### src/rtl/core/assert_macros.svh
// Assertion macros shared by the tokenizer RTL.
// Depends on nothing; included by the files that carry concurrent assertions.
`ifndef ASSERT_MACROS_SVH
`define ASSERT_MACROS_SVH

// Checked on every rising edge outside reset.
`define SEXPT_ASSERT(name, clk, rst, prop, msg) \
   name: assert property (@(posedge clk) disable iff (rst) (prop)) else $error(msg);

// Checked on every rising edge, reset included.
`define SEXPT_ASSERT_ALWAYS(name, clk, prop, msg) \
   name: assert property (@(posedge clk) (prop)) else $error(msg);

`endif

### src/rtl/core/sexpt_pkg.sv
// Shared types and constants of the S-expression tokenizer.
// No dependencies; imported by sexpt_lex and s_expression_tokenizer.
package sexpt_pkg;

   // Token kinds, as carried on the last beat of every token.
   localparam logic [2:0] KIND_EOT    = 3'd0;
   localparam logic [2:0] KIND_OPEN   = 3'd1;
   localparam logic [2:0] KIND_CLOSE  = 3'd2;
   localparam logic [2:0] KIND_QUOTE  = 3'd3;
   localparam logic [2:0] KIND_STRING = 3'd4;
   localparam logic [2:0] KIND_NUMBER = 3'd5;
   localparam logic [2:0] KIND_BOOL   = 3'd6;
   localparam logic [2:0] KIND_SYMBOL = 3'd7;

   // Character codes the lexer recognises.
   localparam logic [7:0] CH_NUL    = 8'h00;
   localparam logic [7:0] CH_OPEN   = 8'h28;
   localparam logic [7:0] CH_CLOSE  = 8'h29;
   localparam logic [7:0] CH_QUOTE  = 8'h27;
   localparam logic [7:0] CH_DQUOTE = 8'h22;
   localparam logic [7:0] CH_HASH   = 8'h23;
   localparam logic [7:0] CH_MINUS  = 8'h2D;
   localparam logic [7:0] CH_DOT    = 8'h2E;
   localparam logic [7:0] CH_T      = 8'h74;
   localparam logic [7:0] CH_F      = 8'h66;

   // One result beat.
   typedef struct packed {
      logic [7:0] sym_char;
      logic       char_present;
      logic       token_end;
      logic [2:0] token_kind;
      logic       unterminated_string;
   } result_type;

   // What the lexer produces for one accepted byte: zero, one or two beats.
   typedef struct packed {
      logic [1:0] n_beats;
      result_type first;
      result_type second;
   } lex_out_type;

endpackage

### src/rtl/core/sexpt_lex.sv
// Lexer core: look-ahead register, lexer mode and the per-byte classification.
// Depends on sexpt_pkg.
module sexpt_lex (
   input  logic                  clock,
   input  logic                  reset,
   input  logic                  accept,
   input  logic [7:0]            text_byte,
   output sexpt_pkg::lex_out_type lex_out
);
   import sexpt_pkg::*;

   typedef enum logic [2:0] {
      MODE_IDLE   = 3'd0,
      MODE_STRING = 3'd1,
      MODE_CLOSEQ = 3'd2,
      MODE_NUMBER = 3'd3,
      MODE_SYMBOL = 3'd4,
      MODE_BOOL2  = 3'd5
   } mode_type;

   typedef struct packed {
      logic       valid;
      result_type res;
      mode_type   mode;
   } handle_type;

   mode_type   mode_ff, mode_in;
   logic [7:0] held_char_ff, held_char_in;
   logic       held_valid_ff, held_valid_in;

   function automatic logic is_ws(logic [7:0] c);
      return c inside {8'h20, [8'h09:8'h0D]};
   endfunction

   function automatic logic num_continues(logic [7:0] c);
      return (c inside {[8'h30:8'h39]}) || (c == CH_DOT);
   endfunction

   function automatic logic sym_continues(logic [7:0] c);
      return (c != CH_NUL) && !is_ws(c) && !(c inside {CH_OPEN, CH_CLOSE, CH_QUOTE});
   endfunction

   // Handles one non-zero character c with look-ahead nc.
   function automatic handle_type handle_char(logic [7:0] c, logic [7:0] nc, mode_type mode);
      handle_type h;
      h = '0;
      h.mode = mode;
      h.res.sym_char = c;
      h.res.char_present = 1'b1;
      case (mode)
         MODE_STRING: begin
            h.valid = 1'b1;
            if (nc == CH_DQUOTE) begin
               h.res.token_end = 1'b1;
               h.res.token_kind = KIND_STRING;
               h.mode = MODE_CLOSEQ;
            end
         end
         MODE_CLOSEQ: begin
            h.mode = MODE_IDLE;
         end
         MODE_NUMBER, MODE_SYMBOL: begin
            h.valid = 1'b1;
            if (!((mode == MODE_NUMBER) ? num_continues(nc) : sym_continues(nc))) begin
               h.res.token_end = 1'b1;
               h.res.token_kind = (mode == MODE_NUMBER) ? KIND_NUMBER : KIND_SYMBOL;
               h.mode = MODE_IDLE;
            end
         end
         MODE_BOOL2: begin
            h.valid = 1'b1;
            h.res.token_end = 1'b1;
            h.res.token_kind = KIND_BOOL;
            h.mode = MODE_IDLE;
         end
         default: begin
            // Between tokens; unused codes behave the same way.
            h.mode = MODE_IDLE;
            if (is_ws(c)) begin
               h.valid = 1'b0;
            end else if (c inside {CH_OPEN, CH_CLOSE, CH_QUOTE}) begin
               h.valid = 1'b1;
               h.res.token_end = 1'b1;
               h.res.token_kind = (c == CH_OPEN) ? KIND_OPEN :
                                  (c == CH_CLOSE) ? KIND_CLOSE : KIND_QUOTE;
            end else if (c == CH_DQUOTE) begin
               if (nc == CH_DQUOTE) begin
                  h.valid = 1'b1;
                  h.res.sym_char = CH_NUL;
                  h.res.char_present = 1'b0;
                  h.res.token_end = 1'b1;
                  h.res.token_kind = KIND_STRING;
                  h.mode = MODE_CLOSEQ;
               end else begin
                  h.mode = MODE_STRING;
               end
            end else if ((c == CH_MINUS) || (c inside {[8'h30:8'h39]})) begin
               h.valid = 1'b1;
               if (num_continues(nc)) begin
                  h.mode = MODE_NUMBER;
               end else begin
                  h.res.token_end = 1'b1;
                  h.res.token_kind = (c == CH_MINUS) ? KIND_SYMBOL : KIND_NUMBER;
               end
            end else if ((c == CH_HASH) && ((nc == CH_T) || (nc == CH_F))) begin
               h.valid = 1'b1;
               h.mode = MODE_BOOL2;
            end else begin
               h.valid = 1'b1;
               if (sym_continues(nc)) begin
                  h.mode = MODE_SYMBOL;
               end else begin
                  h.res.token_end = 1'b1;
                  h.res.token_kind = KIND_SYMBOL;
               end
            end
         end
      endcase
      return h;
   endfunction

   handle_type held_h;
   mode_type   mode_after;
   logic       held_beat;
   result_type eot_beat;

   always_comb begin
      held_h     = handle_char(held_char_ff, text_byte, mode_ff);
      held_beat  = held_valid_ff && held_h.valid;
      mode_after = held_valid_ff ? held_h.mode : mode_ff;

      eot_beat = '0;
      eot_beat.token_end = 1'b1;
      eot_beat.token_kind = KIND_EOT;
      eot_beat.unterminated_string = (mode_after == MODE_STRING);

      lex_out = '0;
      if (text_byte != CH_NUL) begin
         lex_out.n_beats = {1'b0, held_beat};
         lex_out.first   = held_h.res;
         mode_in         = mode_after;
         held_char_in    = text_byte;
         held_valid_in   = 1'b1;
      end else begin
         if (held_beat) begin
            lex_out.n_beats = 2'd2;
            lex_out.first   = held_h.res;
            lex_out.second  = eot_beat;
         end else begin
            lex_out.n_beats = 2'd1;
            lex_out.first   = eot_beat;
         end
         mode_in       = MODE_IDLE;
         held_char_in  = CH_NUL;
         held_valid_in = 1'b0;
      end
   end

   always_ff @(posedge clock) begin
      if (reset) begin
         mode_ff       <= MODE_IDLE;
         held_char_ff  <= CH_NUL;
         held_valid_ff <= 1'b0;
      end else if (accept) begin
         mode_ff       <= mode_in;
         held_char_ff  <= held_char_in;
         held_valid_ff <= held_valid_in;
      end
   end

endmodule

### src/rtl/core/s_expression_tokenizer.sv
// Top level of the S-expression tokenizer: lexer core plus a four-beat result queue.
// Depends on sexpt_pkg, sexpt_lex and assert_macros.svh.
`include "assert_macros.svh"

// The tokenizer takes one text byte per beat on the req_ channel, a zero byte
// marking the end of the text, and streams the characters of each token out on
// the rsp_ channel, one beat per character. The last beat of a token has
// token_end set and carries the token's kind; an empty string gives a single
// beat with char_present low, and the end of text gives its own beat of kind
// zero, with unterminated_string set if the text ended inside a quoted string.
// Each byte is held back by one beat so that the following byte can serve as
// look-ahead, so a token's beats appear one input beat late. A byte is accepted
// in every cycle as long as the result queue has two free entries; results are
// written into a four-entry queue in the same cycle as the byte is accepted and
// leave it from the head, one per cycle unless rsp_stall holds them. Most bytes
// give zero or one result beat; only the end-of-text byte can give two, which
// the queue absorbs, so with a consumer that never stalls the input never stalls.

module s_expression_tokenizer (
   input  logic       clock,
   input  logic       reset,
   input  logic       req_valid,
   output logic       req_stall,
   input  logic [7:0] req_text_byte,
   output logic       rsp_valid,
   input  logic       rsp_stall,
   output logic [7:0] rsp_sym_char,
   output logic       rsp_char_present,
   output logic       rsp_token_end,
   output logic [2:0] rsp_token_kind,
   output logic       rsp_unterminated_string
);
   import sexpt_pkg::*;

   localparam int QDEPTH = 4;
   localparam int PTR_W  = $clog2(QDEPTH);
   localparam int CNT_W  = $clog2(QDEPTH + 1);

   lex_out_type lex_out;
   logic        req_accept;
   logic        rsp_pop;

   result_type       queue_ff [QDEPTH];
   logic [PTR_W-1:0] rd_ptr_ff, rd_ptr_in;
   logic [PTR_W-1:0] wr_ptr_ff, wr_ptr_in;
   logic [PTR_W-1:0] wr_ptr_next;
   logic [CNT_W-1:0] count_ff, count_in;
   logic [CNT_W-1:0] push_cnt;
   logic [CNT_W-1:0] pop_cnt;
   result_type       head;

   sexpt_lex u_lex (
      .clock     (clock),
      .reset     (reset),
      .accept    (req_accept),
      .text_byte (req_text_byte),
      .lex_out   (lex_out)
   );

   // A byte may bring two beats, so it is only taken with two entries free.
   assign req_stall  = (count_ff > CNT_W'(QDEPTH - 2));
   assign req_accept = req_valid && !req_stall;

   assign rsp_valid = (count_ff != '0);
   assign rsp_pop   = rsp_valid && !rsp_stall;

   assign push_cnt    = req_accept ? CNT_W'(lex_out.n_beats) : '0;
   assign pop_cnt     = CNT_W'(rsp_pop);
   assign wr_ptr_next = wr_ptr_ff + PTR_W'(1);

   always_comb begin
      count_in  = count_ff + push_cnt - pop_cnt;
      rd_ptr_in = rd_ptr_ff + PTR_W'(rsp_pop);
      wr_ptr_in = wr_ptr_ff + PTR_W'(push_cnt);
   end

   always_ff @(posedge clock) begin
      if (reset) begin
         count_ff  <= '0;
         rd_ptr_ff <= '0;
         wr_ptr_ff <= '0;
      end else begin
         count_ff  <= count_in;
         rd_ptr_ff <= rd_ptr_in;
         wr_ptr_ff <= wr_ptr_in;
      end
      if (push_cnt != '0) begin
         queue_ff[wr_ptr_ff] <= lex_out.first;
      end
      if (push_cnt == CNT_W'(2)) begin
         queue_ff[wr_ptr_next] <= lex_out.second;
      end
   end

   assign head                    = queue_ff[rd_ptr_ff];
   assign rsp_sym_char            = head.sym_char;
   assign rsp_char_present        = head.char_present;
   assign rsp_token_end           = head.token_end;
   assign rsp_token_kind          = head.token_kind;
   assign rsp_unterminated_string = head.unterminated_string;

   // The queue never overfills, and its fill level follows pushes and pops.
   `SEXPT_ASSERT(a_count_bound, clock, reset, count_ff <= CNT_W'(QDEPTH), "result queue overfilled")
   `SEXPT_ASSERT(a_count_track, clock, reset, !$past(reset) |-> (count_ff == $past(count_ff) + $past(push_cnt) - $past(pop_cnt)), "queue fill level lost track")
   // The open-string flag only ever rides on an end-of-text beat.
   `SEXPT_ASSERT(a_unterm_eot, clock, reset, (rsp_valid && rsp_unterminated_string) |-> (rsp_token_end && (rsp_token_kind == KIND_EOT) && !rsp_char_present), "open-string flag on a beat that is not end of text")
   // A beat inside a token carries no kind.
   `SEXPT_ASSERT(a_kind_at_end, clock, reset, (rsp_valid && !rsp_token_end) |-> ((rsp_token_kind == KIND_EOT) && rsp_char_present), "kind or missing character inside a token")

endmodule
### config.mk
export PLATFORM = sky130hd
export DESIGN_NAME = s_expression_tokenizer
export DESIGN_NICKNAME = d
export VERILOG_FILES = /design/src/rtl/core/sexpt_pkg.sv /design/src/rtl/core/sexpt_lex.sv /design/src/rtl/core/s_expression_tokenizer.sv
export VERILOG_INCLUDE_DIRS = /design/src /design/src/rtl/core
export SDC_FILE = /design/constraint.sdc
export NUM_CORES = 1
export LEC_CHECK = 0
export ABC_AREA = 1
export BUFFER_PORTS_ARGS = -buffer_cell sky130_fd_sc_hd__clkbuf_2
export CORE_ASPECT_RATIO = 1.25
export CORE_MARGIN = 2
export CORE_UTILIZATION = 62
export CTS_BUF_LIST = sky130_fd_sc_hd__clkbuf_8
export DETAILED_ROUTE_END_ITERATION = 6
export GPL_TIMING_DRIVEN = 0
export PLACE_DENSITY = 0.82
export SLEW_MARGIN = 10
export SYNTH_ARGS = -nofsm -noshare
export SYNTH_HDL_FRONTEND = slang
export SYNTH_SLANG_ARGS = --single-unit
### constraint.sdc
create_clock -name clock -period 4.25 [get_ports clock]
set_input_delay 0.85 -clock clock [delete_from_list [all_inputs] [get_ports clock]]
set_output_delay 0.85 -clock clock [all_outputs]
set_load 0.005 [all_outputs]
# Word-level counts from Yosys, hierarchy flattened
# Memory sizes are Yosys's and may differ from the RTL's. A register that Yosys moved wholly into a read port is not among the register bits.
# Cells that the tools add are included.
[word_totals] register_bits=19 ramBits=56 input_bits=12 output_inout_bits=16 wordCells=119 n_memories=1
[memory_table] memory="queue_ff" words=4 width=14 read_ports=1 rd_ports_with_merged_regs=1 write_ports=2 line_no="s_expression_tokenizer.sv:43" rtl="result_type queue_ff [QDEPTH];"
[op_classes] addsub=5 n_lt_le_gt_ge=9 n_eq_ne=22 mux=48 n_reduce_logical=28
[ops] op="8-bit by 6-bit equality test with 1-bit output, second input constant" n=13
[ops] op="3-bit two-way mux" n=11
[ops] op="16-bit two-way mux" n=2
[ops] op="4-bit two-way mux" n=8
[ops] op="14-bit two-way mux" n=2
[ops] op="9-bit two-way mux" n=3
[ops] op="8-bit by 7-bit equality test with 1-bit output, second input constant" n=2
[ops] op="8-bit by 4-bit greater-or-equal comparator with 1-bit output, second input constant" n=2
[ops] op="8-bit by 6-bit greater-or-equal comparator with 1-bit output, second input constant" n=2
[ops] op="8-bit by 4-bit <= comparator with 1-bit output, second input constant" n=2
[ops] op="8-bit by 6-bit <= comparator with 1-bit output, second input constant" n=2
[ops] op="4-bit one-hot mux with 4 select lines" n=1
[ops] op="13-bit two-way mux" n=1
[ops] op="2-bit two-way mux" n=6
[ops] op="3-bit nonzero test" n=4
[ops] op="1-bit logical AND" n=10
[ops] op="1-bit two-way mux" n=10
[ops] op="3-bit one-hot mux with 3 select lines" n=1
[ops] op="8-bit two-way mux" n=1
[ops] op="8-bit nonzero test" n=1
[ops] op="3-bit by 1-bit equality test with 1-bit output, second input constant" n=2
[ops] op="3-bit by 2-bit equality test with 1-bit output, second input constant" n=2
[ops] op="3-bit equality test, second input constant" n=2
[ops] op="5-bit two-way mux" n=1
[ops] op="other kinds (14)" n=21

# Longest topological paths before layout
# Gate-level depths: netlist of run 1.
[depth] ltp_word=21 depth_mapped=20 depth_no_buf=20

# Modules after synthesis
# Synthesis of run 1 repeated with hierarchy kept, for this count alone.
[hier_totals] cells_unflattened=630 area_unflattened_um2=4817.1
[modules_own_cells] module="s_expression_tokenizer" n_inst=1 cells_each=390 area_each_um2=3473.3 seq_area_each_um2=1821.7
[modules_own_cells] module="sexpt_lex" n_inst=1 cells_each=240 area_each_um2=1343.8 seq_area_each_um2=240.2

# Worst setup path before layout of run 1
# Ideal clock, no wire load.
[synth_path] path_kind="input to register" startpoint="input port req_text_byte[7]" endpoint="register count_ff[2]" setup_time_ns=0.121 arrival_ns=3.135 required_time_ns=4.129 path_slack_ns=0.994 path_stages=20 cell_sequence="nor2_2 -> inv_1 -> nor2_2 -> nand2_1 -> inv_2 -> nor2_1 -> o21bai_1 -> nand2_1 -> inv_1 -> ha_1 -> inv_1 -> nor2_4 -> inv_2 -> ha_1 -> inv_1 -> ha_1 -> fa_1 -> xor2_1 -> o21ai_0 -> a21oi_1"
[synth_between] elab_chain_len=12 word_cells_on_any_way=13
[synth_lines] item="start, declared" line_no="s_expression_tokenizer.sv:24" rtl="input logic [7:0] req_text_byte,"
[synth_lines] item="8-bit by 6-bit equality test with 1-bit output" line_no="sexpt_lex.sv:87" rtl="if (nc == CH_DQUOTE) begin"
[synth_lines] item="14-bit two-way mux" line_no="sexpt_lex.sv:87"
[synth_lines] item="1-bit two-way mux" line_no="sexpt_lex.sv:86" rtl="end else if (c == CH_DQUOTE) begin"
[synth_lines] item="1-bit two-way mux" line_no="sexpt_lex.sv:81" rtl="end else if (c inside {CH_OPEN, CH_CLOSE, CH_QUOTE}) begin"
[synth_lines] item="1-bit two-way mux" line_no="sexpt_lex.sv:79" rtl="if (is_ws(c)) begin"
[synth_lines] item="1-bit one-hot mux with 2 select lines" line_no="sexpt_lex.sv:50" rtl="case (mode)"
[synth_lines] item="1-bit logical AND" line_no="sexpt_lex.sv:129" rtl="held_beat = held_valid_ff && held_h.valid;"
[synth_lines] item="16-bit two-way mux" line_no="sexpt_lex.sv:145" rtl="if (held_beat) begin"
[synth_lines] item="16-bit two-way mux (*)" line_no="sexpt_lex.sv:138" rtl="if (text_byte != CH_NUL) begin"
[synth_lines] item="2-bit two-way mux (*)" line_no="s_expression_tokenizer.sv:67" rtl="assign push_cnt = req_accept ? CNT_W'(lex_out.n_beats) : '0;"
[synth_lines] item="3-bit by 2-bit adder with 3-bit output (*)" line_no="s_expression_tokenizer.sv:72" rtl="count_in = count_ff + push_cnt - pop_cnt;"
[synth_lines] item="3-bit by 1-bit subtractor with 3-bit output (*)" line_no="s_expression_tokenizer.sv:72"
[synth_lines] item="end signal, assigned" line_no="s_expression_tokenizer.sv:83" rtl="count_ff <= count_in;"
[synth_lines] item="end, declared" line_no="s_expression_tokenizer.sv:47" rtl="logic [CNT_W-1:0] count_ff, count_in;"
# Mark *: on every way between the ends. The rest lies on a longest branch, timed or not.
# A chain may end at the register's enable or synchronous reset.

# Worst setup path in the final report of run 1
[layout_path] startpoint="input port req_text_byte[3]" endpoint="register count_ff[2]"
# Same word-level chain as after synthesis.

==> reports/metrics.cfg, run 1 <==
[outcome]
status=finished clean

[logic_synthesis]
async_flop_share=0
avgSynthCellArea_sq_um=6.768
synth_top_area_frac=0.3405
syn_inst=582
synth_edf_count=8
ys.flop_type=dfxtp_1
synth_common_cells=nand2_1, nor2_1, dfxtp_1, inv_1, o21ai_0
ys_types=29
synth_most_common_cell=nand2_1
yosys.area.top_type=dfxtp_1
ys_warn_count=0
seq_area_frac_synth=0.4015
netlist_area_sq_um=3939
ys_ff_latch=75
syn_nets=601
ys_top_cells_by_area=dfxtp_1, nand2_1, nor2_1

[global_routing]
grt_pass1_vias=3596
grt_usage=0.3060
grt_pass1_wl_um=16360
grt_max_degree=15
grt_antenna_before_repair=0
grt_overflow=0

[cells_and_area]
final_cells=710
syn2layout_area_growth_pct=11.21
utilization=0.7104
antenna_cells=0
drive_gt1_frac=0.1312
fill_cells=573
final_nets=639

[routing]
routed_wl_um=10030
firstDrtPassIters=6
drt_iter0_markers=329
post-route-drc-count=0
postRouteAntennaNets=0
viasPerCell=5.539
post_drt_wl_per_cell_um=14.13
dr_total_vias=3933

[floorplan]
ios=28
initial_core_util=0.6388
die_h_um=93.12
num_rows=32
design.core.area_sq_um=6166
die_area_sq_um=7011
fp.dieW_um=75.29

[cts]
clockRootBuffer=clkbuf_8
clockBufferDepth=2
cts_setup_buffers=0
cts_num_sinks=75
holdBufCountCts=0
tritoncts=built
ctsResizeCount=0
path_clk_slew_ns=0.08
numCtsBuffers=9
clk_latency_ns=0.36
htree_levels=3

[place]
gp_congestion=0.8703
dp_cells=694
numPortBuffers=27
post-dp-hpwl_um=7385
place_ws_ns=0.5688

[min_path]
hp-class=reg -> reg

[sta]
max_freq_mhz=301.7
period_minus_slack_ns=3.315
slew_headroom=0.5961
period_share=0.7799
tns_ns=0
tightest_slew_ns=0.6059
setup_violations=0
finalClockSkew_ns=0.008879
timing.hold.ws_ns=0.4548
setup_slack_ns=0.9353
grt_setup_unrepaired=false
finalHoldViolations=0
slew_viol_final=0

[critical_path]
cp-start-kind=input pin
critPathMaxFanout=5
worstSetupPathType=in -> reg
worst_setup_path_end_kind=flop
critPathRequiredTime_ns=4.50
cp_data_arrival_time_ns=3.56

[job]
maxCapViolCount=0

[power_and_ir_drop]
p_leak_nw=2.050
ir_drop_v=0.0004523
cellPowerDensity_nw_per_um2=555.6

metal layers:
metal	vias up	share of wire	GRT usage
met5	-	0	0
met4	0	0.043	0.1696
met3	34	0.049	0.04418
met2	148	0.50	0.5138
met1	1777	0.41	0.3646
li1	1974	-	-
through the flow:
stage          area, sq um  total power (W)
6_report              4380         0.002434
5_1_grt               4380         0.002601
4_1_cts               4380         0.002431
3_5_place_dp          4180         0.001878
3_3_place_gp          4180         0.001846
2_1_floorplan         3939         0.001580
final cells by class:
class | instances | area, sq um | area share
multi-input cells | 425 | 2032 | 0.4639
repair buffers | 27 | 135.1 | 0.03085
clock buffers | 9 | 123.9 | 0.02828
well taps | 85 | 106.4 | 0.02428
clock inverters | 7 | 76.32 | 0.01742
inverters | 64 | 240.2 | 0.05484
flip-flops and latches | 75 | 1582 | 0.3610
plain buffers | 18 | 85.08 | 0.01942
flip-flops by register name, indices dropped and copies added, names as in the netlist:
| signal | count |
|---|---|
| queue_ff | 56 |
| u_lex.held_char_ff | 8 |
| count_ff | 3 |
| u_lex.mode_ff | 3 |
| rd_ptr_ff | 2 |
| wr_ptr_ff | 2 |
| u_lex.held_valid_ff | 1 |
path summary, 6_finish.rpt:
kind | startpoint | endpoint | slack (ns) | cells after the start
max | req_text_byte[3] | count_ff[2]$_SDFF_PP0_ | 0.94 | 21
min reg2reg | queue_ff[2][11]$_SDFFE_PP0P_ | queue_ff[2][11]$_SDFFE_PP0P_ | 0.45 | 2
max reg2reg | u_lex.held_char_ff[2]$_SDFFE_PP0P_ | count_ff[2]$_SDFF_PP0_ | 0.99 | 20
min | queue_ff[2][11]$_SDFFE_PP0P_ | queue_ff[2][11]$_SDFFE_PP0P_ | 0.45 | 2
power by group:
group          leakage, nW  switching, W  internal [W]
sequential           0.624     0.0000900      0.000853
clock               0.0958      0.000289      0.000274
combinational         1.33      0.000581      0.000347
total                 2.05      0.000960       0.00147
worst max-delay path, stage by stage:
cell      delay [ns]
clkbuf_2        0.13
inv_1           0.11
nand2_1         0.11
nor2_1          0.04
nand2_1         0.09
inv_2           0.06
nor2_1          0.10
o21bai_1        0.07
nand2_1         0.13
inv_1           0.06
ha_1            0.27
inv_1           0.07
nor2_4          0.12
inv_2           0.07
ha_1            0.27
inv_1           0.04
ha_1            0.19
fa_1            0.38
xor2_1          0.18
o21ai_0         0.15
a21oi_1         0.06
cell families (layout without fill, tap and decap cells):
family	Yosys count	after routing	synth area share
adders and majority gates	7	7	0.02414
AOI/OAI and AO/OA	108	108	0.1426
buffers and inverters	82	125	0.08259
DFF	75	75	0.4015
xor gates and xnor gates	3	3	0.006672
and+or+nand+nor	307	307	0.3424
placed cells by master, fill, tap and decap left out, types with 2 or more instances in the layout:
cell	netlist	routed
nand2_1	170	170
nor2_1	70	70
dfxtp_1	67	67
inv_1	49	49
o21ai_0	44	44
nand3_1	29	29
o21ai_1	28	28
clkbuf_2	0	27
a21oi_1	20	20
o22ai_1	14	14
nand4_1	14	14
inv_2	11	11
clkbuf_1	9	9
clkbuf_8	0	9
buf_2	8	8
edfxtp_1	8	8
nor2_2	7	7
ha_1	6	6
nand2_2	5	5
nor3_1	4	4
nand3_4	4	4
clkinv_1	4	4
xor2_1	2	2
nor2_4	2	2
clkinvlp_4	0	2
clkinv_4	0	2
Power figures use the tool's default switching activity.
==> run 2, diff against run 1 <==
clock period = 3.43 ns   (was 4.25 ns; I/O delays follow)
==> run 2 against run 1 <==
Against the previous run: final cell count unchanged; routed wire length up 0.44%; register-to-register slack worse by 0.73 ns; clock-buffer cell count unchanged; sequential power up 24%; via count down 0.33%; clock power up 24%; flip-flop and latch count unchanged; global-route usage unchanged; non-clock buffer count unchanged.
==> reports/metrics.cfg, run 2 (synthesized netlist as in run 1, its figures left out) <==
[outcome]
status=finished clean  ; unchanged

[routing]
post-route-drc-count=0  ; unchanged
routed_wl_um=10080  ; was 10,030 um
viasPerCell=5.521  ; was 5.539
drt_iter0_markers=325  ; was 329
dr_total_vias=3920  ; was 3,933
postRouteAntennaNets=0  ; unchanged
post_drt_wl_per_cell_um=14.19  ; was 14.13 um
firstDrtPassIters=5  ; was 6

[global_routing]
grt_antenna_before_repair=0  ; unchanged
grt_usage=0.3060  ; unchanged
grt_pass1_wl_um=16360  ; unchanged
grt_pass1_vias=3596  ; unchanged
grt_max_degree=15  ; unchanged
grt_overflow=0  ; unchanged

[cells_and_area]
final_common_cell=nand2_1  ; unchanged
final_cell_mix=nand2_1, nor2_1, dfxtp_1  ; unchanged
final_cells=710  ; unchanged
reg.largest.list=queue_ff: 56 flops, u_lex.held_char_ff: 8 flops  ; unchanged
final_nets=639  ; unchanged
largest_reg_flops=56  ; unchanged
finalInstanceArea_sq_um=4400  ; was 4380 sq um
top_register=queue_ff  ; unchanged
syn2layout_area_growth_pct=11.72  ; was 11.21%
antenna_cells=0  ; unchanged
fill_cells=571  ; was 573
drive_gt1_frac=0.1360  ; was 0.1312

[floorplan]
fp.dieW_um=75.29  ; unchanged
design.core.area_sq_um=6166  ; unchanged
die_h_um=93.12  ; unchanged
die_area_sq_um=7011  ; unchanged
initial_core_util=0.6388  ; unchanged
num_rows=32  ; unchanged
ios=28  ; unchanged

[place]
numPortBuffers=27  ; unchanged
gp_congestion=0.8703  ; unchanged
post-dp-hpwl_um=7385  ; unchanged
post_dp_cell_area_sq_um=4180  ; unchanged
dp_cells=694  ; unchanged
place_ws_ns=-0.08724  ; was 0.5688 ns

[job]
maxCapViolCount=0  ; unchanged

[sta]
slew_viol_final=0  ; unchanged
max_freq_mhz=315.4
finalClockSkew_ns=0.009980  ; was 0.008879 ns
grt_setup_unrepaired=false  ; unchanged
slew_headroom=0.5948  ; was 0.5961
setup_slack_ns=0.2598  ; was 0.9353 ns
finalHoldViolations=0  ; unchanged
period_minus_slack_ns=3.170
setup_violations=0  ; unchanged
period_share=0.9242
tightest_slew_ns=0.6078  ; was 0.6059 ns

[power_and_ir_drop]
netSwitchingFraction=0.3954  ; was 0.3943
p_sw_w=0.001201  ; was 0.0009596 W
p_comb_frac=0.387  ; was 0.381
ir_drop_v=0.0005624  ; was 0.0004523 V
p_leak_nw=2.054  ; was 2.050 nW
p_int_w=0.001836  ; was 0.001474 W
pwr-share-seq=0.384  ; was 0.387
cellPowerDensity_nw_per_um2=690.3  ; was 555.6 nW/um^2
p_clk_frac=0.229  ; was 0.231

[critical_path]
slowest_delay_ns=0.41  ; was 0.38 ns
cp-start-kind=flop  ; was input pin
critPathRequiredTime_ns=3.68  ; was 4.50 ns
cp_data_arrival_time_ns=3.42  ; was 3.56 ns
cp_cell_sequence=inv_1 > nand2_1 > nor2_1 > buf_4 > nand2_1 > nor2_1 > o21bai_1 > nand2_2 > inv_1 > ha_1 > inv_1 > nor2_4 > inv_2 > ha_1 > inv_1 > ha_1 > fa_1 > xor2_2 > o21ai_0 > a21oi_1  ; was clkbuf_2 > inv_1 > nand2_1 > nor2_1 > nand2_1 > inv_2 > nor2_1 > o21bai_1 > nand2_1 > inv_1 > ha_1 > inv_1 > nor2_4 > inv_2 > ha_1 > inv_1 > ha_1 > fa_1 > xor2_1 > o21ai_0 > a21oi_1
worst_setup_path_end_kind=flop  ; unchanged
critPathMaxFanout=10  ; was 5
worstSetupPathType=reg -> reg  ; was in -> reg
critPathBufInv=6  ; was 7
critPathTopFamily=adder cells  ; unchanged
cpMostUsedCell=inv_1  ; unchanged
cp_slowest_cell=fa_1  ; unchanged

[cts]
holdBufCountCts=0  ; unchanged
clockBufferDepth=2  ; unchanged
numCtsBuffers=9  ; unchanged
clk_latency_ns=0.36  ; about the same
clockRootBuffer=clkbuf_8  ; unchanged
cts_num_sinks=75  ; unchanged
htree_levels=3  ; unchanged
path_clk_slew_ns=0.08  ; about the same
tritoncts=built  ; unchanged

[min_path]
hp-class=reg -> reg  ; unchanged

-- run 2: cell counts in the layout (fill, tap and decap cells not counted) --
Identical to the previous run, type by type.
-- run 2: cell type report --
class / instances / area (sq um) / area share
buffer: 18 / 87.58 / 0.01990
clock buffer: 9 / 123.9 / 0.02815
clock inverter: 7 / 76.32 / 0.01734
inverter: 64 / 240.2 / 0.05459
multi-input combinational: 425 / 2049 / 0.4657
sequential: 75 / 1582 / 0.3594
tap: 85 / 106.4 / 0.02417
timing repair buffer: 27 / 135.1 / 0.03071
-- run 2: power groups by stage --
stage | logic [W] | clock network, W | registers [W]
after global routing | 0.00132 | 0.000734 | 0.00119
final | 0.00117 | 0.000696 | 0.00117
after floorplan | 0.000802 | 0 | 0.00116
after CTS | 0.00115 | 0.000698 | 0.00116
after global placement | 0.00111 | 0 | 0.00118
after detailed placement | 0.00114 | 0 | 0.00118
-- run 2: final timing paths --
check | slack [ns] | cells past startpoint | from | endpoint
worst max-delay path | 0.26 | 20 | u_lex.held_char_ff[4]$_SDFFE_PP0P_ | count_ff[2]$_SDFF_PP0_
worst min-delay path | 0.45 | 2 | queue_ff[1][2]$_SDFFE_PP0P_ | queue_ff[1][2]$_SDFFE_PP0P_
worst max register to register | 0.26 | 20 | u_lex.held_char_ff[4]$_SDFFE_PP0P_ | count_ff[2]$_SDFF_PP0_
worst min register to register | 0.45 | 2 | queue_ff[1][2]$_SDFFE_PP0P_ | queue_ff[1][2]$_SDFFE_PP0P_
-- run 2: worst reg2reg max path: stages, from the launching register on --
cell and delay [ns]:
dfxtp_1 0.35, inv_1 0.08, nand2_1 0.05, nor2_1 0.14
buf_4 0.18, nand2_1 0.10, nor2_1 0.13, o21bai_1 0.08
nand2_2 0.10, inv_1 0.05, ha_1 0.26, inv_1 0.07
nor2_4 0.12, inv_2 0.07, ha_1 0.28, inv_1 0.04
ha_1 0.19, fa_1 0.41, xor2_2 0.16, o21ai_0 0.15
a21oi_1 0.06
-- run 2: per-stage QoR --
| stage | power [W] | hold WS, ns | setup TNS (ns) | util |
|---|---|---|---|---|
| global route | 0.003246 | 0.4718 | 0 | 0.7137 |
| finish | 0.003037 | 0.4544 | 0 | 0.7137 |
| CTS | 0.003012 | 0.4541 | 0 | 0.7104 |
| global placement | 0.002287 | 0.4322 | -0.02242 | 0.6780 |
| detailed placement | 0.002327 | 0.4366 | -0.08724 | 0.6780 |
| floorplan | 0.001958 | 0.4207 | 0 | - |
-- run 2: metal layers --
layer,GRT usage,vias up,routed length [um]
li1,-,1973,-
met1,0.3646,1757,4014
met2,0.5138,161,5071
met3,0.04418,29,583
met4,0.1696,0,407
met5,0,-,0
-- run 2: timing repair --
action	4_1_cts	5_1_grt
endpoints found under the hold margin	0	0
gates resized for setup	0	6
buffers inserted	0	0
setup endpoints to repair	0	1
==> run 3, diff against run 2 <==
CORE_UTILIZATION = 56   (was 62)
PLACE_DENSITY = 0.78   (was 0.82)
RECOVER_POWER = 25   (was not set)
clock period = 2.7 ns   (was 3.43 ns; I/O delays follow)
==> run 3 against run 2 <==
Against the previous run: the flow now finishes with violations (negative setup slack); flip-flop and latch count unchanged; clock-buffer cell count stayed put; first-iteration DRC count shrank 21%; critical path depth stayed put; hold slack got worse by 0.083 ns; critical endpoint unchanged; highest routed layer unchanged.
==> reports/metrics.cfg, run 3 (synthesized netlist as in run 1, its figures left out) <==
[cells_and_area]
largest_reg_flops=56  ; unchanged
final_cells=740  ; was 710
reg.largest.list=queue_ff: 56 flops, u_lex.held_char_ff: 8 flops  ; unchanged
syn2layout_area_growth_pct=23.48  ; was 11.72%
drive_gt1_frac=0.2354  ; was 0.1360
final_nets=664  ; was 639
final_cell_mix=nand2_1, nor2_1, dfxtp_1  ; unchanged
antenna_cells=0  ; unchanged
fill_cells=598  ; was 571
top_register=queue_ff  ; unchanged
final_common_cell=nand2_1  ; unchanged

[critical_path]
critPathBufInv=6  ; unchanged
cp_data_arrival_time_ns=3.12  ; was 3.42 ns
worstSetupPathType=reg -> reg  ; unchanged
cp_slowest_cell=dfxtp_4  ; was fa_1
critPathMaxFanout=4  ; was 10
cp-start-kind=flop  ; unchanged
cp_cell_sequence=inv_4 > nand2_2 > nor2_4 > buf_6 > nand2_4 > nor2_4 > o21bai_1 > nand2_1 > inv_2 > ha_4 > inv_4 > nor2_4 > inv_4 > ha_4 > inv_2 > ha_4 > fa_2 > xor2_2 > o21ai_1 > a21oi_1  ; was inv_1 > nand2_1 > nor2_1 > buf_4 > nand2_1 > nor2_1 > o21bai_1 > nand2_2 > inv_1 > ha_1 > inv_1 > nor2_4 > inv_2 > ha_1 > inv_1 > ha_1 > fa_1 > xor2_2 > o21ai_0 > a21oi_1
critPathRequiredTime_ns=2.94  ; was 3.68 ns
critPathTopFamily=adder cells  ; unchanged
worst_setup_path_end_kind=flop  ; unchanged
slowest_delay_ns=0.37  ; was 0.41 ns

[sta]
tightest_slew_ns=0.5795  ; was 0.6078 ns
slew_headroom=0.6137  ; was 0.5948
finalClockSkew_ns=0.01271  ; was 0.009980 ns
setup_violations=5  ; was 0
setup_slack_ns=-0.1746  ; was 0.2598 ns
period_share=1.065  ; was 0.9242
timing.hold.ws_ns=0.3715  ; was 0.4544 ns
max_freq_mhz=347.9  ; was 315.4 MHz
finalHoldViolations=0  ; unchanged
slew_viol_final=0  ; unchanged
period_minus_slack_ns=2.875  ; was 3.170 ns
grt_setup_unrepaired=true  ; was false

[power_and_ir_drop]
cellPowerDensity_nw_per_um2=864.3  ; was 690.3 nW/um^2
power.total_w=0.004203  ; was 0.003037 W
ir_drop_v=0.0004455  ; was 0.0005624 V
p_leak_nw=2.237  ; was 2.054 nW
p_int_w=0.002554  ; was 0.001836 W
netSwitchingFraction=0.3925  ; was 0.3954
p_clk_frac=0.230  ; was 0.229
p_comb_frac=0.409  ; was 0.387
pwr-share-seq=0.361  ; was 0.384
p_sw_w=0.001650  ; was 0.001201 W

[floorplan]
die_h_um=97.77  ; was 93.12 um
fp.dieW_um=79.01  ; was 75.29 um
design.core.area_sq_um=6892  ; was 6166 sq um
num_rows=34  ; was 32
die_area_sq_um=7724  ; was 7011 sq um
initial_core_util=0.5715  ; was 0.6388
ios=28  ; unchanged

[global_routing]
grt_pass1_vias=3963  ; was 3,596
grt_pass1_wl_um=17940  ; was 16,360 um
grt_max_degree=14  ; was 15
grt_usage=0.2961  ; was 0.3060
grt_overflow=0  ; unchanged
grt_antenna_before_repair=0  ; unchanged

[cts]
cts_num_sinks=75  ; unchanged
holdBufCountCts=0  ; unchanged
tritoncts=built  ; unchanged
htree_levels=3  ; unchanged
path_clk_slew_ns=0.08  ; about the same
clockBufferDepth=2  ; unchanged
clockRootBuffer=clkbuf_8  ; unchanged
clk_latency_ns=0.36  ; about the same
numCtsBuffers=9  ; unchanged

[outcome]
violations=negative setup slack
status=finished with violations  ; was finished clean

[routing]
routed_wl_um=11340  ; was 10,080 um
dr_total_vias=4131  ; was 3,920
postRouteAntennaNets=0  ; unchanged
firstDrtPassIters=5  ; unchanged
post_drt_wl_per_cell_um=15.32  ; was 14.19 um
post-route-drc-count=0  ; unchanged
viasPerCell=5.582  ; was 5.521
drt_iter0_markers=256  ; was 325

[min_path]
hp-class=in -> reg  ; was reg -> reg

[place]
dp_cells=699  ; was 694
gp_congestion=0.8993  ; was 0.8703
numPortBuffers=27  ; unchanged
post-dp-hpwl_um=7577  ; was 7385 um

[job]
maxCapViolCount=0  ; unchanged

-- run 3: area by class of cell --
type | count | area, sq um | area share
inverters | 64 | 247.7 | 0.05094
multi-input cells | 425 | 2240 | 0.4605
clock buffers | 9 | 123.9 | 0.02547
repair buffers | 54 | 350.3 | 0.07204
clock inverters | 7 | 91.34 | 0.01878
plain buffers | 16 | 93.84 | 0.01930
flip-flops and latches | 75 | 1604 | 0.3298
well taps | 90 | 112.6 | 0.02315
-- run 3: final timing paths --
kind                                                    startpoint                            end  slack (ns)  cells past startpoint
worst max register to register  u_lex.held_char_ff[4]$_SDFFE_PP0P_         count_ff[2]$_SDFF_PP0_       -0.17                     20
worst min register to register         queue_ff[2][2]$_SDFFE_PP0P_    queue_ff[2][2]$_SDFFE_PP0P_        0.46                      2
worst max-delay path            u_lex.held_char_ff[4]$_SDFFE_PP0P_         count_ff[2]$_SDFF_PP0_       -0.17                     20
worst min-delay path                                         reset  u_lex.mode_ff[2]$_SDFFE_PP0P_        0.37                      2
-- run 3: worst reg2reg max path, delay by kind of cell (launching register included) --
kind	cells	cell delay (ns)
buf+inv	6	0.35
compound gates	3	0.33
fa+ha+maj	4	1.04
flops	1	0.37
simple gates	6	0.50
xor+xnor	1	0.17
-- run 3: power groups by stage --
stage | registers, W | logic (W) | clock network, W
after floorplan | 0.00147 | 0.00105 | 0
after global placement | 0.00150 | 0.00147 | 0
after detailed placement | 0.00151 | 0.00153 | 0
after CTS | 0.00150 | 0.00160 | 0.000970
after global routing | 0.00154 | 0.00193 | 0.00101
final | 0.00152 | 0.00172 | 0.000969
-- run 3: what timing repair did --
action | in CTS | in global routing
endpoints found under the hold margin | 0 | 0
setup endpoints to repair | 6 | 65
setup buffers | 13 | 14
gates resized for setup | 12 | 62
pin swaps | 11 | 16
-- run 3: routing by layer --
layer	global-route usage	wire (um)
met1	0.3290	4452
met2	0.5300	5766
met3	0.05083	618
met5	0	0
met4	0.1578	502
-- run 3: per-stage QoR --
stage | setup slack [ns] | setup TNS, ns | instance area [sq um] | utilization
6_report | -0.1746 | -0.4907 | 4863 | 0.7057
3_5_place_dp | -0.5242 | -9.447 | 4227 | 0.6133
2_1_floorplan | -0.1008 | -0.1008 | 3979 | -
5_1_grt | -0.3465 | -6.065 | 4863 | 0.7057
4_1_cts | -0.1758 | -0.2645 | 4567 | 0.6627
3_3_place_gp | -0.4228 | -7.397 | 4227 | 0.6133
